`src/cbs_pkg.sv`:
```
// Shared types, constants and helpers for the cubic Bezier sampler.
// No dependencies; every other file of the block imports this package.
`timescale 1ns / 1ps

package cbs_pkg;

    // Default for the largest sample count an evaluate item may request
    localparam int MAX_SAMPLES_DEF = 64;

    // Datapath widths
    localparam int COORD_W = 24;   // Q16.8 coordinates and points
    localparam int DERIV_W = 29;   // Q21.8 derivatives
    localparam int COEF_W  = 28;   // power-basis coefficients
    localparam int U_W     = 17;   // curve parameter, Q1.16, 0 .. 1.0
    localparam int SAT_W   = 40;   // width fed into the derivative clamp

    localparam logic [U_W-1:0] U_ONE = 17'h1_0000;

    // Register stages of one axis lane, issue to result
    localparam int PIPE_LAT = 8;

    // Entries of the job queue between front and back end
    localparam int Q_DEPTH = 2;

    // Derivative clamp limits
    localparam logic signed [SAT_W-1:0] SAT_HI = 40'sd268435455;
    localparam logic signed [SAT_W-1:0] SAT_LO = -40'sd268435456;

    typedef enum logic {
        CMD_LOAD = 1'b0,
        CMD_EVAL = 1'b1
    } cbs_cmd_t;

    typedef enum logic [1:0] {
        FS_IDLE,
        FS_DIV,
        FS_PUSH
    } cbs_front_state_t;

    typedef enum logic [1:0] {
        BS_IDLE,
        BS_SETUP,
        BS_RUN
    } cbs_back_state_t;

    // One job handed from the front end to the back end
    typedef struct packed {
        logic                      is_eval;
        logic [1:0]                idx;
        logic signed [COORD_W-1:0] x;
        logic signed [COORD_W-1:0] y;
        logic signed [COORD_W-1:0] z;
        logic [U_W-1:0]            du;
    } cbs_job_t;

    // Power-basis coefficients of one axis
    typedef struct packed {
        logic signed [COORD_W-1:0] a0;
        logic signed [COEF_W-1:0]  a1;
        logic signed [COEF_W-1:0]  a2;
        logic signed [COEF_W-1:0]  a3;
    } cbs_coef_t;

    // Clamp a derivative to the signed Q21.8 range
    function automatic logic signed [DERIV_W-1:0] sat29(input logic signed [SAT_W-1:0] v);
        logic signed [DERIV_W-1:0] r;
        if (v > SAT_HI)
        begin
            r = SAT_HI[DERIV_W-1:0];
        end
        else if (v < SAT_LO)
        begin
            r = SAT_LO[DERIV_W-1:0];
        end
        else
        begin
            r = v[DERIV_W-1:0];
        end
        return r;
    endfunction

endpackage

```
`src/cbs_queue.sv`:
```
// Short job queue between the front end and the back end.
// Depends on cbs_pkg for its depth.
`timescale 1ns / 1ps

module cbs_queue
    import cbs_pkg::*;
#(
    parameter int W = 8
)
(
    input  logic         clk,
    input  logic         rst_n,
    input  logic         push,
    input  logic [W-1:0] push_data,
    input  logic         pop,
    output logic         full,
    output logic         valid,
    output logic [W-1:0] data
);

    localparam int PTR_W = (Q_DEPTH > 1) ? $clog2(Q_DEPTH) : 1;
    localparam int CNT_W = $clog2(Q_DEPTH + 1);

    logic [W-1:0]     entry_reg [Q_DEPTH];
    logic [PTR_W-1:0] wr_reg, wr_next;
    logic [PTR_W-1:0] rd_reg, rd_next;
    logic [CNT_W-1:0] cnt_reg, cnt_next;
    logic             do_push;
    logic             do_pop;

    assign full    = (cnt_reg == CNT_W'(Q_DEPTH));
    assign valid   = (cnt_reg != '0);
    assign data    = entry_reg[rd_reg];
    assign do_push = push && !full;
    assign do_pop  = pop && valid;

    // Advance the pointers with wrap at the depth
    always_comb
    begin
        wr_next  = wr_reg;
        rd_next  = rd_reg;
        cnt_next = cnt_reg;
        if (do_push)
        begin
            wr_next = (wr_reg == PTR_W'(Q_DEPTH - 1)) ? '0 : wr_reg + PTR_W'(1);
        end
        if (do_pop)
        begin
            rd_next = (rd_reg == PTR_W'(Q_DEPTH - 1)) ? '0 : rd_reg + PTR_W'(1);
        end
        if (do_push && !do_pop)
        begin
            cnt_next = cnt_reg + CNT_W'(1);
        end
        else if (do_pop && !do_push)
        begin
            cnt_next = cnt_reg - CNT_W'(1);
        end
    end

    always_ff @(posedge clk or negedge rst_n)
    begin
        if (!rst_n)
        begin
            wr_reg  <= '0;
            rd_reg  <= '0;
            cnt_reg <= '0;
        end
        else
        begin
            wr_reg  <= wr_next;
            rd_reg  <= rd_next;
            cnt_reg <= cnt_next;
        end
    end

    // Hold the payload
    always_ff @(posedge clk)
    begin
        if (do_push)
        begin
            entry_reg[wr_reg] <= push_data;
        end
    end

endmodule

```
`config.mk`:
```
export PLATFORM = sky130hd
export DESIGN_NAME = cbs_queue
export DESIGN_NICKNAME = d
export VERILOG_FILES = /design/src/cbs_pkg.sv /design/src/cbs_queue.sv
export SDC_FILE = /design/constraint.sdc
export NUM_CORES = 1
export LEC_CHECK = 0
export BUFFER_PORTS_ARGS = -buffer_cell sky130_fd_sc_hd__buf_4
export CORE_MARGIN = 1.5
export CORE_UTILIZATION = 48
export DETAILED_ROUTE_END_ITERATION = 10
export GPL_ROUTABILITY_DRIVEN = 0
export PLACE_DENSITY = 0.74
export SLEW_MARGIN = 10
export SYNTH_ARGS = -nofsm -noshare
export SYNTH_HDL_FRONTEND = slang
export SYNTH_SLANG_ARGS = --single-unit
export TNS_END_PERCENT = 30
```
`constraint.sdc`:
```
create_clock -name clk -period 2.1 [get_ports clk]
set_clock_uncertainty 0.2 [all_clocks]
set_input_delay 0 -clock clk [delete_from_list [all_inputs] [get_ports clk]]
set_output_delay 0 -clock clk [all_outputs]
set_load 0.01 [all_outputs]
```
==> qor.yml <==
run_status: "finished, final reports clean"
cp-end-kind: "register"
worstPathRequired_ns: 2.11
grt_util_all_layers: 0.147
hold_path.class: "input port to register"
synthCells: 44
routed_wl_um: 1140
syn_area_um2: 786
netlist.area_leader.share: 0.611
cp_slowest_stage_delay_ns: 0.43
firstDrtPassIters: 3
setup_ws_ns: 0.466
tns_ns: 0
grt-ovfl-total: 0
tightest_slew_ns: 0.374
grt_max_degree: 12
postRouteAntennaNets: 0
min_period_ns: 1.63
largest_register_ffs: 16
antenna_found_initial: 0
wire_per_inst_um: 11.7
ctsResizeCount: 0
crit_slowest_cell: "dfrtp_1"
ys_seq_elements: 20
numPortBuffers: 21
synth_edf_count: 16
p_leak_uw: 0.000462
yosysMostFrequentCell: "edfxtp_1"
synth_fp_nets: 57
relSlewSlack: 0.750
cap_violations: 0
final.period_utilization: 0.778
post-cts-setup-buffers: 0
critPathKind: "register to register"
vias_per_cell: 4.86
hold_violations: 0
rsz0062_at_grt: "false"
core.rowCount: 14
path_clk_slew_ns: 0.10
drtIter0Drc: 2
fmax_ghz: 0.612
slew_violations: 0
die_h_um: 43.5
crit_chain: "nand2b_1 -> nand2_2 -> inv_1 -> ha_1 -> nor2_1 -> xor2_1"
initial_core_util: 0.516
synth_cell_types: 14
drc_errors: 0
synthFlopType: "edfxtp_1"
grt_pass1_wl_um: 2030
yosys_warnings: 0
synth_commonest_cells: "edfxtp_1, mux2_1, dfrtp_1, xnor2_1"
layout.nets: 95
pre_cts_ws_ns: 0.467
cp_max_fo: 4
synth.avg_cell_area_um2: 17.9
ios: 22
setup_violations: 0
clk_path_buf_depth: 2
peakVddDrop_v: 0.000831
die-area_um2: 1890
grt_pass1_vias: 493
core_area_um2: 1520
dpl.hpwl_um: 788
dp_cells: 81
layoutNonFillerInstCount: 97
startpoint_type: "register"
cts_buffers: 3
htree_num_levels: 1
cts_tree: "yes"
die_x_um: 43.5
post-synth-top-area-cell: "edfxtp_1"
syn_to_final_growth_pct: 41.6
p_per_area_nw_per_um2: 1160
synth.area.top_cells: "edfxtp_1, dfrtp_1, mux2_1, xnor2_1, xor2_1"
async_flop_share: 0.200
diodes: 0
dr_total_vias: 471
synth_seq_area_share: 0.739
drive_gt1_frac: 0.346
clock_sinks: 20
cts-root-buf: "clkbuf_4"
clk_latency_ns: 0.28
cp_data_arrival_time_ns: 1.65
-- placed cells by master, fill, tap and decap left out, drive strengths merged --
master and n:
nand2b 1, clkinv 1, or2 1, xor2 2
nand2 2, xnor2 3, clkbuf 3, nor2 2
inv 2, dlygate4sd3 12, dfrtp 4, mux2 8
and3 1, ha 1, edfxtp 16, buf 22
-- path summary, 6_finish.rpt --
kind	startpoint	to	slack, ns	cells past startpoint
worst max-delay path	cnt_reg[0]	cnt_reg[1]	0.47	6
worst min-delay path	push_data[5]	entry_reg[1][5]	0.24	2
worst max register to register	cnt_reg[0]	cnt_reg[1]	0.47	6
worst min register to register	cnt_reg[1]	cnt_reg[1]	0.31	1
max in group asynchronous	rst_n	rd_reg	1.10	3
min in group asynchronous	rst_n	wr_reg	0.42	3
-- kinds of logic after synthesis --
| kind of cell | count (synthesis) | share of synthesized area |
|---|---|---|
| xor gates and xnor gates | 5 | 0.0557 |
| adders and majority gates | 1 | 0.0159 |
| buffers and inverters | 3 | 0.0159 |
| and+or+nand+nor | 7 | 0.0589 |
| muxes | 8 | 0.115 |
| DFF | 20 | 0.739 |
-- stage by stage --
step,utilization,hold slack [ns],power [µW],instance area [µm²]
floorplan,-,-0.496,916,786
global placement,0.634,-0.399,1110,966
detailed placement,0.634,-0.399,1120,966
CTS,0.730,0.230,1310,1110
global route,0.730,0.229,1380,1110
finish,0.730,0.240,1290,1110
-- repair_timing --
action,in CTS,in global routing
hold buffers,12,0
hold endpoints to repair,23,0
setup endpoints to repair,0,0
-- power by group --
part           switching (µW)  internal [µW]
sequential               76.4            554
clock                     102           68.9
combinational             208            277
-- layout make-up --
type	instances	area, µm²
fill	103	412
inverter	2	7.51
tap	16	20.0
clock buffer	3	22.5
timing repair buffer	34	285
clock inverter	1	3.75
sequential	20	581
multi-input combinational	21	193
-- critical path, delay by kind of cell, from the launching register on --
kind	cells	cell delay [ns]
XOR/XNOR	1	0.15
adder cells (fa/ha/maj)	1	0.30
buffers and inverters	1	0.04
flip-flops	1	0.43
AND/OR/NAND/NOR	3	0.44
-- layer usage --
layer	global-route usage	share of wire
met5	0	0
met4	0.0182	0.0062
met3	0.0500	0.029
met2	0.269	0.55
met1	0.174	0.41
(Power assumes the default switching activity.)
