## src/cbs_pkg.sv

```systemverilog
// Shared types, constants and helpers for the cubic Bezier sampler.
// No dependencies; every other file of the block imports this package.
`timescale 1ns / 1ps

package cbs_pkg;

    // Default for the largest sample count an evaluate item may request
    localparam int MAX_SAMPLES_DEF = 64;

    // Datapath widths
    localparam int COORD_W = 24;   // Q16.8 coordinates and points
    localparam int DERIV_W = 29;   // Q21.8 derivatives
    localparam int COEF_W  = 28;   // power-basis coefficients
    localparam int U_W     = 17;   // curve parameter, Q1.16, 0 .. 1.0
    localparam int SAT_W   = 40;   // width fed into the derivative clamp

    localparam logic [U_W-1:0] U_ONE = 17'h1_0000;

    // Register stages of one axis lane, issue to result
    localparam int PIPE_LAT = 8;

    // Entries of the job queue between front and back end
    localparam int Q_DEPTH = 2;

    // Derivative clamp limits
    localparam logic signed [SAT_W-1:0] SAT_HI = 40'sd268435455;
    localparam logic signed [SAT_W-1:0] SAT_LO = -40'sd268435456;

    typedef enum logic {
        CMD_LOAD = 1'b0,
        CMD_EVAL = 1'b1
    } cbs_cmd_t;

    typedef enum logic [1:0] {
        FS_IDLE,
        FS_DIV,
        FS_PUSH
    } cbs_front_state_t;

    typedef enum logic [1:0] {
        BS_IDLE,
        BS_SETUP,
        BS_RUN
    } cbs_back_state_t;

    // One job handed from the front end to the back end
    typedef struct packed {
        logic                      is_eval;
        logic [1:0]                idx;
        logic signed [COORD_W-1:0] x;
        logic signed [COORD_W-1:0] y;
        logic signed [COORD_W-1:0] z;
        logic [U_W-1:0]            du;
    } cbs_job_t;

    // Power-basis coefficients of one axis
    typedef struct packed {
        logic signed [COORD_W-1:0] a0;
        logic signed [COEF_W-1:0]  a1;
        logic signed [COEF_W-1:0]  a2;
        logic signed [COEF_W-1:0]  a3;
    } cbs_coef_t;

    // Clamp a derivative to the signed Q21.8 range
    function automatic logic signed [DERIV_W-1:0] sat29(input logic signed [SAT_W-1:0] v);
        logic signed [DERIV_W-1:0] r;
        if (v > SAT_HI)
        begin
            r = SAT_HI[DERIV_W-1:0];
        end
        else if (v < SAT_LO)
        begin
            r = SAT_LO[DERIV_W-1:0];
        end
        else
        begin
            r = v[DERIV_W-1:0];
        end
        return r;
    endfunction

endpackage

```

## src/cbs_front.sv

```systemverilog
// Front end: accepts items, saturates the sample count and divides out the step.
// Depends on cbs_pkg; feeds cbs_queue.
`timescale 1ns / 1ps

module cbs_front
    import cbs_pkg::*;
#(
    parameter int MAX_SAMPLES = MAX_SAMPLES_DEF,
    localparam int CNT_W = $clog2(MAX_SAMPLES + 1)
)
(
    input  logic                      clk,
    input  logic                      rst_n,
    input  logic                      start,
    input  logic                      command,
    input  logic [1:0]                point_index,
    input  logic signed [COORD_W-1:0] coord_x,
    input  logic signed [COORD_W-1:0] coord_y,
    input  logic signed [COORD_W-1:0] coord_z,
    input  logic [6:0]                sample_count,
    input  logic                      queue_full,
    output logic                      busy,
    output logic                      push,
    output cbs_job_t                  push_job,
    output logic [CNT_W-1:0]          push_count
);

    localparam int BIT_W = $clog2(U_W);

    cbs_front_state_t state_reg, state_next;
    logic [BIT_W-1:0] bit_reg, bit_next;
    logic [CNT_W-1:0] rem_reg, rem_next;
    logic [CNT_W-1:0] div_reg, div_next;
    logic [CNT_W-1:0] count_reg, count_next;
    logic [U_W-1:0]   quo_reg, quo_next;

    logic             accept;
    logic [CNT_W-1:0] n_sat;
    logic [CNT_W:0]   rem_sh;
    logic             q_bit;

    // Take an item only while idle and the queue has room
    assign busy   = (state_reg != FS_IDLE) || queue_full;
    assign accept = start && !busy;

    // Saturate the requested count
    always_comb
    begin
        if (32'(sample_count) > 32'(MAX_SAMPLES))
        begin
            n_sat = CNT_W'(MAX_SAMPLES);
        end
        else
        begin
            n_sat = CNT_W'(sample_count);
        end
    end

    // One restoring step of 65536 / (n - 1); the dividend has only its top bit set
    always_comb
    begin
        rem_sh = {rem_reg, (bit_reg == BIT_W'(U_W - 1))};
        q_bit  = (rem_sh >= {1'b0, div_reg});
    end

    // Next state, divider and queue push
    always_comb
    begin
        state_next = state_reg;
        bit_next   = bit_reg;
        rem_next   = rem_reg;
        div_next   = div_reg;
        count_next = count_reg;
        quo_next   = quo_reg;
        push       = 1'b0;

        push_job.is_eval = (command == CMD_EVAL);
        push_job.idx     = point_index;
        push_job.x       = coord_x;
        push_job.y       = coord_y;
        push_job.z       = coord_z;
        push_job.du      = '0;
        push_count       = n_sat;

        case (state_reg)
            FS_IDLE:
            begin
                if (accept)
                begin
                    if (command == CMD_LOAD)
                    begin
                        push = 1'b1;
                    end
                    else if (n_sat == CNT_W'(1))
                    begin
                        push = 1'b1;
                    end
                    else if (n_sat != '0)
                    begin
                        div_next   = n_sat - CNT_W'(1);
                        count_next = n_sat;
                        bit_next   = BIT_W'(U_W - 1);
                        rem_next   = '0;
                        quo_next   = '0;
                        state_next = FS_DIV;
                    end
                end
            end

            FS_DIV:
            begin
                if (q_bit)
                begin
                    rem_next = CNT_W'(rem_sh - {1'b0, div_reg});
                end
                else
                begin
                    rem_next = CNT_W'(rem_sh);
                end
                quo_next = {quo_reg[U_W-2:0], q_bit};
                bit_next = bit_reg - BIT_W'(1);
                if (bit_reg == '0)
                begin
                    state_next = FS_PUSH;
                end
            end

            FS_PUSH:
            begin
                push_job.is_eval = 1'b1;
                push_job.idx     = '0;
                push_job.x       = '0;
                push_job.y       = '0;
                push_job.z       = '0;
                push_job.du      = quo_reg;
                push_count       = count_reg;
                if (!queue_full)
                begin
                    push       = 1'b1;
                    state_next = FS_IDLE;
                end
            end

            default:
            begin
                state_next = FS_IDLE;
            end
        endcase
    end

    // State register
    always_ff @(posedge clk or negedge rst_n)
    begin
        if (!rst_n)
        begin
            state_reg <= FS_IDLE;
        end
        else
        begin
            state_reg <= state_next;
        end
    end

    // Divider and job payload
    always_ff @(posedge clk)
    begin
        bit_reg   <= bit_next;
        rem_reg   <= rem_next;
        div_reg   <= div_next;
        count_reg <= count_next;
        quo_reg   <= quo_next;
    end

endmodule

```

## config.mk

```make
export PLATFORM = sky130hd
export DESIGN_NAME = cbs_front
export DESIGN_NICKNAME = d
export VERILOG_FILES = /design/src/cbs_pkg.sv /design/src/cbs_front.sv
export SDC_FILE = /design/constraint.sdc
export NUM_CORES = 1
export LEC_CHECK = 0
export ABC_AREA = 0
export ABC_CLOCK_PERIOD_IN_PS = 6800
export BUFFER_PORTS_ARGS = -buffer_cell sky130_fd_sc_hd__buf_2
export CAP_MARGIN = 30
export CORE_ASPECT_RATIO = 0.5
export CORE_MARGIN = 5
export CORE_UTILIZATION = 47
export DETAILED_ROUTE_END_ITERATION = 7
export GPL_TIMING_DRIVEN = 0
export PLACE_DENSITY = 0.87
export SYNTH_ARGS = -nofsm -noshare
export SYNTH_HDL_FRONTEND = slang
export SYNTH_SLANG_ARGS = --single-unit
```

## constraint.sdc

```tcl
create_clock -name clk -period 6.8 [get_ports clk]
set_clock_uncertainty 0.15 [all_clocks]
set_input_delay 0.68 -clock clk [delete_from_list [all_inputs] [get_ports clk]]
set_output_delay 0.68 -clock clk [all_outputs]
set_load 0.01 [all_outputs]
```

==> flow_summary.toml, run 1 <==
[clock_tree]
clkTransAtPathRegs_ns = 0.06
h-tree-depth = 2
cts_buffer_depth = 2
cts_root_buffer = "clkbuf_16"
tritoncts = "yes"
cts_buffers = 5
cts_sinks = 45
post_cts_resized = 0
insertion_delay_ns = 0.28
holdBufCountCts = 0
post_cts_buffers = 0

[finish]
area_growth_pct = 40.9
largest_reg_flops = 17
final_cell_count_no_fill = 595
diodes = 0
drive_above_1_share_pct = 40.2
final_nets = 605

[grt]
antenna_found_initial = 0
grt-ovfl-total = 0
grt_max_degree = 21
grt_pass1_wl_mm = 14.0
grt.total_usage_pct = 21.6
grt_pass1_vias = 2929

[die]
die-area_um2 = 8180
core_area_um2 = 6130
die_w_um = 123
initial_core_util_pct = 49.0
fp.dieH_um = 66.5
io_pins = 187
rows = 20

[critical_path]
critPathMaxFanout = 20
reg2reg_slack_ns = 3.75
path_class = "in -> reg"
worstSetupStartpointType = "input port"
arrival_ns = 3.48
required_ns = 6.64
worstSetupEndpointType = "flop"
rr_worst_depth = 7

[route]
route.detailed.drc = 0
wl_mm = 8.99
first_pass_iters = 4
vias = 2897
drt_iter0_markers = 230
vias_per_cell = 4.87
avgRoutedWirePerCell_um = 15.1
detail-route-antenna-nets = 0

[synth]
async_flop_share_pct = 4.44
yosysTopAreaCell = "edfxtp_1"
synthFlopType = "edfxtp_1"
synth_most_common_cell = "and2_1"
yosys.area.top_type_share_pct = 43.0
synth.area.top_cells = "edfxtp_1, and2_1, ha_1"
ys_types = 37
synth_commonest_cells = "and2_1, edfxtp_1, clkbuf_1, nand2_1, inv_1"
seq_area_frac_synth_pct = 44.7
synth_area_um2 = 3000
syn_inst = 311
ys_warn_count = 0
syn_avg_cell_area_um2 = 9.65
synth-edff-count = 43
syn_nets = 410
ys_ff_latch = 45

[place]
hpwl_mm = 7.31
placement.io_buffers = 186
place.gp.congestion = 0.778
placed_cells_incl_taps = 587

[run_status]
status = "finished clean"

[timing]
rsz0062_at_grt = "false"
final-max-slew-violation-count = 0
finalSetupViolCount = 0
hold_viol = 0
period_share_pct = 53.6
worst_pin_slew_ns = 0.680
setup_tns_ns = 0
post-route-min-period_ns = 3.64
relSlewSlack_pct = 54.7
fmax_mhz = 274

[power]
power.leakage_uw = 0.00200
cellPowerDensity_nw_per_um2 = 321
ir_worst_vdd_mv = 0.150
p_total_uw = 1360

[job]
cap_violations = 0

[min_path]
hold_class = "in -> async"
metal layers:
layer | routed length, um | share of wire, % | track usage (%) | up-vias
met2 | 4630 | 51 | 39.0 | 102
met3 | 605 | 6.7 | 5.34 | 9
met1 | 3660 | 41 | 26.3 | 1362
li1 | - | - | - | 1424
met5 | 0 | 0 | 0 | -
met4 | 94 | 1.0 | 5.10 | 0
kinds of logic (layout without fill, tap and decap cells):
kind of cell | Yosys count | count (layout) | share of synthesized area (%)
AND/OR/NAND/NOR | 174 | 174 | 33.5
flip-flops | 45 | 45 | 44.7
buffers and inverters | 31 | 227 | 3.88
adder cells (fa/ha/maj) | 13 | 13 | 5.67
XOR/XNOR | 8 | 8 | 2.33
AO/OA/AOI/OAI | 37 | 37 | 8.88
multiplexers | 3 | 3 | 1.08
metrics by stage:
stage               worst slack, ns  hold slack (ns)  cell area [um2]  utilization (%)
floorplan                      2.43            0.234             3000                -
global placement               1.45            0.316             4040             65.9
detailed placement             2.85            0.317             4080             66.6
CTS                            3.13           0.0204             4230             69.0
global route                   2.87           0.0180             4230             69.0
finish                         3.16           0.0212             4230             69.0
layout make-up:
cell class                 count  area [um2]
timing repair buffer         188         970
multi-input combinational    235        1550
tap                           88         110
clock inverter                 2        15.0
buffer                        16        60.1
inverter                      15        56.3
clock buffer                   6         129
sequential                    45        1340
fill                         476        1900
worst max-delay path, stage by stage:
cell	delay (ns)
buf_2	0.09
clkbuf_1	0.28
nand2b_1	0.26
inv_1	0.09
ha_1	0.21
or2_2	0.29
a21oi_1	0.56
buf_6	0.24
nor2_1	0.06
nor2_2	0.49
buf_16	0.24
cells in the final DEF, fill, tap and decap left out, types with 2 or more instances in the layout:
cell and count:
o22ai_1 2, a21oi_1 8, o21ai_0 10, clkbuf_16 5, buf_2 186, inv_1 15
and2_1 107, nand2_1 16, edfxtp_1 43, nor2_1 12, mux2_2 2, o21a_1 4
ha_1 12, clkinvlp_4 2, nor3_1 7, o21ai_1 2, nor2b_1 5, xnor2_1 8
clkbuf_1 17, nand3_1 9, o31a_4 2, nand2b_1 11, dfrtp_1 2
power breakdown:
part | internal (uW) | total (uW) | switching, uW | leakage [uW]
Clock | 136 | 234 | 98.3 | 0.0000631
Combinational | 265 | 607 | 342 | 0.00148
Sequential | 460 | 514 | 54.0 | 0.000451
Total | 862 | 1360 | 494 | 0.00200
worst paths after layout:
check	endpoint	startpoint
max	quo_reg[10]	sample_count[6]
min reg2reg	quo_reg[12]	quo_reg[11]
max reg2reg	quo_reg[10]	state_reg[1]
max in group asynchronous	state_reg[0]	rst_n
min in group clk	quo_reg[12]	quo_reg[11]
min	state_reg[1]	rst_n
Power figures use the tool's default switching activity.
==> inputs of run 2 (changes only) <==
Settings changed: ABC_AREA 0 to 1, ABC_CLOCK_PERIOD_IN_PS 6800 to 3500, CORE_UTILIZATION 47 to 45, PLACE_DENSITY 0.87 to 0.82.
Clock period 6.8 ns to 3.5 ns, I/O delays scaled along.
==> run 2 against run 1 <==
Against the previous run: worst setup slack worse by 2.3 ns; largest power group unchanged; die area grew 11%; wire length is 0.20% lower; hold slack improved by 0.20 ns; flip-flop and latch count unchanged; critical path type is now reg -> reg; sequential share of layout area fell by 1.6 points; core utilization decreased by 3.8 points; critical path depth is 1 higher; highest routed layer unchanged.
==> flow_summary.toml, run 2 <==
[power]
p_total_uw = 2790
cellPowerDensity_nw_per_um2 = 627
ir_worst_vdd_mv = 0.455
power.leakage_uw = 0.00267

[route]
route.detailed.drc = 0
detail-route-antenna-nets = 0
vias_per_cell = 4.44
first_pass_iters = 5
avgRoutedWirePerCell_um = 11.8
drt_iter0_markers = 198
wl_mm = 8.97
vias = 3371

[die]
die_w_um = 130
io_pins = 187
rows = 21
fp.dieH_um = 69.9
initial_core_util_pct = 47.2
die-area_um2 = 9070
core_area_um2 = 6830

[synth]
syn_nets = 571
syn_inst = 472
synth_fa_ha_area_share_pct = 5.27
yosysTopAreaCell = "edfxtp_1"
async_flop_share_pct = 4.44
ys_ff_latch = 45
synthSimpleGateAreaFrac_pct = 29.5
synth_area_um2 = 3230
synth-edff-count = 43
synth_most_common_cell = "nor2_1"
syn_avg_cell_area_um2 = 6.84
seq_area_frac_synth_pct = 41.6
synth_commonest_cells = "nor2_1, inv_1, nand2_1, edfxtp_1"
synth.area.top_cells = "edfxtp_1, nor2_1, inv_1"
synthFlopType = "edfxtp_1"
synth_top_family_by_area = "simple AND/OR/NAND/NOR gates"
synth_mux_area_share_pct = 0
ys_warn_count = 0
synth-xor-area-share_pct = 1.09
synth_compound_area_share_pct = 3.84
ys_types = 30
yosys.area.top_type_share_pct = 40.0

[finish]
finalInstanceArea_um2 = 4450
layout_commonest_cell = "buf_2"
diodes = 0
final_nets = 766
n_fill_cell = 587
layout_common_cells = "buf_2, nor2_1, inv_1"
largest_reg_flops = 17
utilization_pct = 65.2
drive_above_1_share_pct = 33.0
area_growth_pct = 38.0

[place]
place.gp.congestion = 0.855
hpwl_mm = 7.18
placement.io_buffers = 185
postPlaceCellArea_um2 = 4310

[critical_path]
required_ns = 3.38
critPathMaxFanout = 10
worstSetupStartpointType = "flop"
reg2reg_slack_ns = 0.86
path_class = "reg -> reg"
r2r_end = "rem_reg[2]"
startpoint = "bit_reg[0]"
rr_worst_depth = 12
cp-endpoint = "rem_reg[2]"
arrival_ns = 2.52
r2r_start = "bit_reg[0]"
worstSetupEndpointType = "flop"

[timing]
setup_tns_ns = 0
fmax_mhz = 379
period_share_pct = 75.4
rsz0062_at_grt = "false"
worst_pin_slew_ns = 0.530
timing.hold.ws_ns = 0.222
final-max-slew-violation-count = 0
finalSetupViolCount = 0
hold_viol = 0
relSlewSlack_pct = 64.7
post-route-min-period_ns = 2.64

[grt]
grt_max_degree = 19
grt.total_usage_pct = 19.1
grt_pass1_vias = 3010
grt-ovfl-total = 0
grt_pass1_wl_mm = 14.1
antenna_found_initial = 0

[clock_tree]
cts_buffer_depth = 2
clkTransAtPathRegs_ns = 0.06
insertion_delay_ns = 0.28
cts_sinks = 45
post_cts_resized = 0
tritoncts = "yes"
post_cts_buffers = 0
cts_buffers = 5
cts_root_buffer = "clkbuf_16"
h-tree-depth = 2
holdBufCountCts = 1

[min_path]
worstHoldPathCells = 3
hold_class = "in -> reg"

[job]
cap_violations = 0

[run_status]
status = "finished clean"
==> run 2: changes by cell type after synthesis, moves of 6 or more <==
cell / delta
nor2_1: +125
inv_1: +121
and2_1: -107
nand2_1: +45
nand2b_1: -11
xnor2_1: -7
clkbuf_1: -6
nor2_2: +6
==> run 2: cell type report <==
| cell class | instances | area [um2] | share of cell area, % |
|---|---|---|---|
| Sequential cell | 45 | 1340 | 30.1 |
| Multi-Input combinational cell | 271 | 1280 | 28.8 |
| Timing Repair Buffer | 188 | 975 | 21.9 |
| Inverter | 139 | 522 | 11.7 |
| Clock buffer | 5 | 125 | 2.81 |
| Tap cell | 92 | 115 | 2.58 |
| Buffer | 17 | 81.3 | 1.83 |
| Clock inverter | 2 | 11.3 | 0.253 |
==> run 2: how the worst min path moves through the flow <==
stage,startpoint,end,slack [ns]
after detailed placement,rst_n,state_reg[1],-0.005
after global routing,queue_full,state_reg[1],0.22
final,queue_full,state_reg[1],0.22
after global placement,rst_n,state_reg[1],-0.005
after CTS,queue_full,state_reg[1],0.21
after floorplan,rst_n,state_reg[0],-0.1
==> run 2: cells by family after synthesis <==
family                     Yosys count
xor gates and xnor gates             4
DFF                                 45
buffers and inverters              156
adders and majority gates           13
AOI/OAI and AO/OA                   21
and+or+nand+nor                    233
==> run 2: worst max-delay path: stages, from the launching register on <==
cell and delay [ns]:
edfxtp_1 0.42, inv_1 0.11, ha_1 0.20, nand3_1 0.13
ha_1 0.24, fa_1 0.44, nor2_1 0.21, o21ai_2 0.10
nand3_2 0.09, buf_6 0.16, nand2_2 0.05, nand2_1 0.07
nor2_2 0.03
==> run 2: power by group <==
group          internal [uW]  total, uW  switching, uW
Clock                    258        443            185
Combinational            503       1350            843
Sequential               910       1000           90.3
==> run 2: metal layers <==
metal | global-route usage [%] | share of wire, %
met5 | 0 | 0
met2 | 32.7 | 48
met1 | 24.9 | 44
met4 | 4.15 | 1.2
met3 | 4.19 | 6.7
==> run 2: per-stage QoR <==
step / std cells / setup WS (ns)
global placement: 749 / 0.691
floorplan: 472 / 1.16
global route: 759 / 0.672
detailed placement: 751 / 0.944
CTS: 759 / 0.894
finish: 759 / 0.860
